`src/ufg_pkg.sv`:
```
// Shared types and constants for the utilization frequency governor.
// Depends on nothing; imported by the controller, datapath, top level and testbench.
`timescale 1ns / 1ps

package ufg_pkg;

   // Utilization is given in units of 1/UTIL_SCALE
   localparam int unsigned UTIL_SCALE = 1000;
   localparam int unsigned TABLE_DEPTH_DEFAULT = 32;

   // util (10 bits) * target (32 bits) gives a 42-bit dividend
   localparam int unsigned PROD_W = 42;
   localparam int unsigned DIV_STEPS = PROD_W;
   localparam int unsigned CNT_W = $clog2(DIV_STEPS + 1);

   // reference / UTIL_SCALE as (reference * UTIL_RECIP) >> UTIL_SHIFT,
   // exact for every 32-bit reference
   localparam int unsigned UTIL_SHIFT = 32 + $clog2(UTIL_SCALE);
   localparam logic [32:0] UTIL_RECIP =
      33'(((65'd1 << UTIL_SHIFT) + 65'(UTIL_SCALE - 1)) / 65'(UTIL_SCALE));

   localparam logic [31:0] RST_REFERENCE_HZ = 32'd2397000000;
   localparam logic [31:0] RST_MAX_FREQ_HZ = 32'd2397000000;
   localparam logic [31:0] RST_MIN_FREQ_HZ = 32'd0;
   localparam logic [31:0] RST_BOOST_FREQ_HZ = 32'd76800000;
   localparam logic RST_CPU_DOMAIN = 1'b1;
   localparam logic [5:0] RST_TABLE_LEN = 6'd1;

   typedef enum logic [1:0] {
      OP_LOAD = 2'd0,
      OP_SAMPLE = 2'd1,
      OP_BOOST = 2'd2,
      OP_SET = 2'd3
   } opcode_type;

   typedef enum logic [2:0] {
      CSR_REFERENCE = 3'd0,
      CSR_MAX_FREQ = 3'd1,
      CSR_MIN_FREQ = 3'd2,
      CSR_BOOST_FREQ = 3'd3,
      CSR_CPU_DOMAIN = 3'd4,
      CSR_TABLE_LEN = 3'd5
   } csr_index_type;

   typedef enum logic [2:0] {
      ST_IDLE,
      ST_DIV,
      ST_MUL,
      ST_SCALE,
      ST_CLAMP,
      ST_PRIME,
      ST_SRCH,
      ST_FINISH
   } state_type;

   // controller -> datapath
   typedef struct packed {
      logic accept;
      logic div_step;
      logic mul;
      logic scale;
      logic clamp;
      logic srch_clear;
      logic srch_step;
      logic srch_take;
      logic finish;
   } cmd_type;

   // datapath -> controller
   typedef struct packed {
      logic req_is_sample;
      logic div_last;
      logic clamp_hit;
      logic srch_end;
      logic out_free;
   } status_type;

endpackage

```
`src/ufg_ctrl.sv`:
```
// Sequencing controller of the frequency governor.
// Uses ufg_pkg; drives commands to ufg_dpath and reads its status.
`timescale 1ns / 1ps

module ufg_ctrl
   import ufg_pkg::*;
(
   input  logic       clock,
   input  logic       reset,
   input  logic       req_valid,
   output logic       req_stall,
   input  status_type stat,
   output cmd_type    cmd
);

   state_type state_ff, state_in;

   always_ff @(posedge clock) begin
      if (reset) begin
         state_ff <= ST_IDLE;
      end else begin
         state_ff <= state_in;
      end
   end

   always_comb begin
      state_in = state_ff;
      unique case (state_ff)
         ST_IDLE: begin
            if (req_valid) begin
               state_in = stat.req_is_sample ? ST_DIV : ST_FINISH;
            end
         end
         ST_DIV: begin
            if (stat.div_last) begin
               state_in = ST_MUL;
            end
         end
         ST_MUL:   state_in = ST_SCALE;
         ST_SCALE: state_in = ST_CLAMP;
         ST_CLAMP: state_in = stat.clamp_hit ? ST_FINISH : ST_PRIME;
         ST_PRIME: state_in = ST_SRCH;
         ST_SRCH: begin
            if (stat.srch_end) begin
               state_in = ST_FINISH;
            end
         end
         ST_FINISH: begin
            if (stat.out_free) begin
               state_in = ST_IDLE;
            end
         end
         default: state_in = ST_IDLE;
      endcase
   end

   always_comb begin
      cmd = '0;
      req_stall = 1'b1;
      unique case (state_ff)
         ST_IDLE: begin
            req_stall = 1'b0;
            cmd.accept = req_valid;
         end
         ST_DIV:    cmd.div_step = 1'b1;
         ST_MUL:    cmd.mul = 1'b1;
         ST_SCALE:  cmd.scale = 1'b1;
         ST_CLAMP:  cmd.clamp = 1'b1;
         ST_PRIME:  cmd.srch_clear = 1'b1;
         ST_SRCH: begin
            cmd.srch_step = !stat.srch_end;
            cmd.srch_take = stat.srch_end;
         end
         ST_FINISH: cmd.finish = stat.out_free;
         default:   cmd = '0;
      endcase
   end

endmodule

```
`config.mk`:
```
export PLATFORM = sky130hd
export DESIGN_NAME = ufg_ctrl
export DESIGN_NICKNAME = d
export VERILOG_FILES = /design/src/ufg_pkg.sv /design/src/ufg_ctrl.sv
export SDC_FILE = /design/constraint.sdc
export NUM_CORES = 1
export LEC_CHECK = 0
export BUFFER_PORTS_ARGS = -buffer_cell sky130_fd_sc_hd__buf_4
export CORE_AREA = 2 2 39 41
export CTS_BUF_LIST = sky130_fd_sc_hd__clkbuf_16
export DETAILED_ROUTE_END_ITERATION = 10
export DIE_AREA = 0 0 41 43
export GPL_TIMING_DRIVEN = 0
export PLACE_DENSITY = 0.46
export SKIP_LAST_GASP = 1
export SYNTH_ARGS = -nofsm -noshare
export SYNTH_HDL_FRONTEND = slang
export SYNTH_SLANG_ARGS = --single-unit
```
`constraint.sdc`:
```
create_clock -name clock -period 1.7 [get_ports clock]
set_input_delay 0.51 -clock clock [delete_from_list [all_inputs] [get_ports clock]]
set_output_delay 0.51 -clock clock [all_outputs]
set_load 0.05 [all_outputs]
```
== Word level (Yosys, flattened, before mapping) ==
Cells that the tools add are included.

* Equal/unequal tests: 11
* Mux-type cells: 16
* Reductions and logical operators: 3

{| class="wikitable"
|+ Operators by type and width
! kind !! count
|-
| $pmux 3 s8 || 1
|-
| $mux 3 || 5
|-
| $eq 3x3->1 const B || 4
|-
| $mux 1 || 8
|-
| $ne 2x2->1 const B || 4
|-
| $eq 3x2->1 const B || 2
|-
| $mux 2 || 2
|-
| $reduce_and 4->1 || 1
|-
| $eq 3x1->1 const B || 1
|-
| $logic_not 3->1 || 1
|-
| $logic_not 1->1 || 1
|}

* Flip-flop bits (word level): 3
* Input bits: 8
* Output and inout bits: 10
* Logic and storage cells: 31

== Logic depth before layout (Yosys ltp) ==
* Depth after elaboration: 3
* Mapped depth: 5

== Worst setup path after synthesis ==
Ideal clock, no wire load.

* Path type: register to output
* Start: reg state_ff[1]
* End: out cmd[1] (netlist name)
* Arrival: 1.780 ns
* Slack: -0.590 ns
* Stages on the path, launching flop included: 4
* Cells stage by stage: dfxtp_1 buf_2 nand2_1 nor3b_1

{| class="wikitable"
|+ RTL lines
! what !! RTL line !! source
|-
| start, declared || ufg_ctrl.sv:16 || <nowiki>state_type state_ff, state_in;</nowiki>
|-
| start signal, assigned || ufg_ctrl.sv:22 || <nowiki>state_ff <= state_in;</nowiki>
|-
| end, declared || ufg_ctrl.sv:13 || <nowiki>output cmd_type cmd</nowiki>
|}

==> reports/results.txt <==
DP Wirelength = 606 microns
Syn Inst Count = 41
Final setup viols = 2
Total GRT Usage = 0.112
Comb pwr share = 0.626
Worst Setup Start Kind = flop
TritonCTS clock tree = yes
post-synthesis cell type count = 23
Synth Warn # = 0
maxcap violations = 0
fill count = 141
worst hold path type = input port to flop
GPL Wtd Cong = 0.703
Clock power frac = 0.245
largest net degree at the start of global routing = 11
Tcrit/Tclk final = 1.03
commonest non-fill, non-tap cells in the layout = buf_4 (15), buf_6 (7), nand2_1 (4), nor2_1 (4)
XOR/XNOR share of the synthesized area = 0
routed wire length = 815 microns
first-pass GRT wire length = 1.32 mm
Reg clk slew, reported paths = 0.03 ns
Pwr per Cell Area = 2420 nW/um^2
syn_nets = 49
Slew @ Worst Pin = 0.320 ns
PortBufs = 17
DRT antenna net count = 0
Crit Path Class = flop to output pin
# clock sinks = 3
failing checks = setup timing
WP buf/inv = 1
Biggest register = state_ff
max reg flops = 3
Power Total = 0.00150 W
# rows = 14
Routed WL per cell = 10.3 microns
First DRT Iteration DRCs = 6
post-synthesis sequential area ratio = 0.195
Core ar. = 1380 sq um
Required @ worst endpoint = 1.19 ns
design area = 621 sq um
CP max FO = 8
via/cell ratio = 4.43
Tmin final = 1.75 ns
share of post-route cells with drive strength above 1 = 0.603
Flop pwr share = 0.129
htree depth = 1
Synth Area in Adders = 0
cells along the critical path = or3_4 -> nor2_4 -> buf_6
CTS Buf Count = 3
Psw = 0.000670 W
# hold bufs at CTS = 0
antenna fix cells = 0
Compound-Gate Fraction of Synth Area = 0.211
dpl cell area = 483 sq um
RSZ-0062 raised after global routing = true
clock skew = 0.00106 ns
Worst VDD drop = 1070 uV
Worst Path Arrival = 1.24 ns
via count of the first global-routing pass = 321
net switching fraction of the power = 0.447
Slew Limit Fails = 0
layout net count = 72
Slowest cell on crit path = or3_4
drt first pass iters = 2
endpoints failing hold = 0
worst-skew pair later-pin latency = 0.22 ns
multiplexer area fraction after synthesis = 0.118
Via Count = 350
highest clock rate = 0.572 GHz
initial antenna violation count = 0
Worst setup EP type = output pin
Pint = 0.000829 W
P_leak = 0.289 nW
Slew HR = 0.780
Top Registers = state_ff x3
Synth Cell Area = 308 sq um
most common cell after layout, fill and taps aside = buf_4
Yosys reg bits = 3
CP delay by family, top = simple AND/OR/NAND/NOR gates
syn avg cell area = 7.51 sq um
hold_ws = 0.559 ns
Simple-Gate Fraction of Synth Area = 0.378
initial core utilization = 0.222
I/O pin count = 18
Die X = 41 microns
# DRC = 0
CTS root buf = clkbuf_16
Max Root-Sink Buffers = 2
status = finished with violations
die area = 1760 sq um
largest family of logic cells by synthesized area = simple AND/OR/NAND/NOR gates
r2r setup slk = 0.36 ns
critical path's largest stage delay = 0.41 ns
post-layout util = 0.448
Die Ht = 43 microns
final worst slack = -0.0493 ns
area added between synthesis and finish = 102%
grt total ovfl = 0
-- logic make-up after synthesis --
family | Yosys count
and+or+nand+nor | 23
buffers and inverters | 5
muxes | 3
DFF | 3
AOI/OAI and AO/OA | 7
-- worst min-delay path, delay by kind of cell --
kind                   cells  cell delay [ns]
buffers and inverters      1             0.10
AO/OA/AOI/OAI              2             0.13
-- power groups by stage --
stage               clock network (W)  registers, W  logic, W
finish                       0.000368      0.000193  0.000938
global route                 0.000384      0.000203  0.000998
CTS                          0.000373      0.000186  0.000912
detailed placement                  0      0.000121  0.000897
global placement                    0      0.000119  0.000901
floorplan                           0      0.000117  0.000702
-- final cells by class --
class	instances	area, sq um	area share
clock inverters	1	3.75	0.00605
clock buffers	3	75.1	0.121
flip-flops and latches	3	68.8	0.111
multi-input cells	33	258	0.415
repair buffers	20	169	0.272
plain buffers	2	22.5	0.0363
well taps	16	20.0	0.0323
inverters	1	3.75	0.00605
-- what timing repair did --
action / CTS / global route
endpoints found under the setup margin: 10 / 7
resized for setup: 12 / 6
pin swaps: 2 / 3
buffers inserted: 3 / 0
-- through the flow --
stage,setup TNS (ns),worst slack (ns),instances
after floorplan,-0.531,-0.127,41
after global placement,0,0.0453,74
after detailed placement,0,0.0380,74
after CTS,-0.0986,-0.0487,79
after global routing,-0.168,-0.0791,79
final,-0.0561,-0.0493,79
-- routing by layer --
metal	track usage	up-vias	wire length [microns]
met5	0	-	0
met4	0.0800	0	0
met3	0.0314	0	50
met2	0.169	11	420
met1	0.128	154	344
li1	-	185	-
-- synthesized netlist by cell type --
library cell / number / share of area
nor3b_1: 2 / 0.049
nor2b_1: 1 / 0.020
buf_6: 1 / 0.037
o21a_1: 1 / 0.024
a31oi_1: 1 / 0.020
a41oi_1: 1 / 0.028
inv_1: 1 / 0.012
o2bb2ai_4: 1 / 0.089
dfxtp_1: 3 / 0.20
and2_1: 3 / 0.061
or3_1: 1 / 0.020
buf_2: 3 / 0.049
nor3_1: 2 / 0.033
mux2i_1: 1 / 0.033
o21ai_1: 1 / 0.016
mux2_4: 1 / 0.049
o21ai_0: 1 / 0.016
and3b_1: 1 / 0.028
or2_0: 1 / 0.020
nand2_1: 5 / 0.061
nor2_1: 7 / 0.085
a21oi_1: 1 / 0.016
mux2_1: 1 / 0.037
-- final timing paths --
check              start           to  cells past startpoint
max          state_ff[1]       cmd[8]                      3
min                reset  state_ff[1]                      3
max reg2reg  state_ff[0]  state_ff[0]                      3
min reg2reg  state_ff[0]  state_ff[2]                      3
Power figures use the tool's default switching activity.
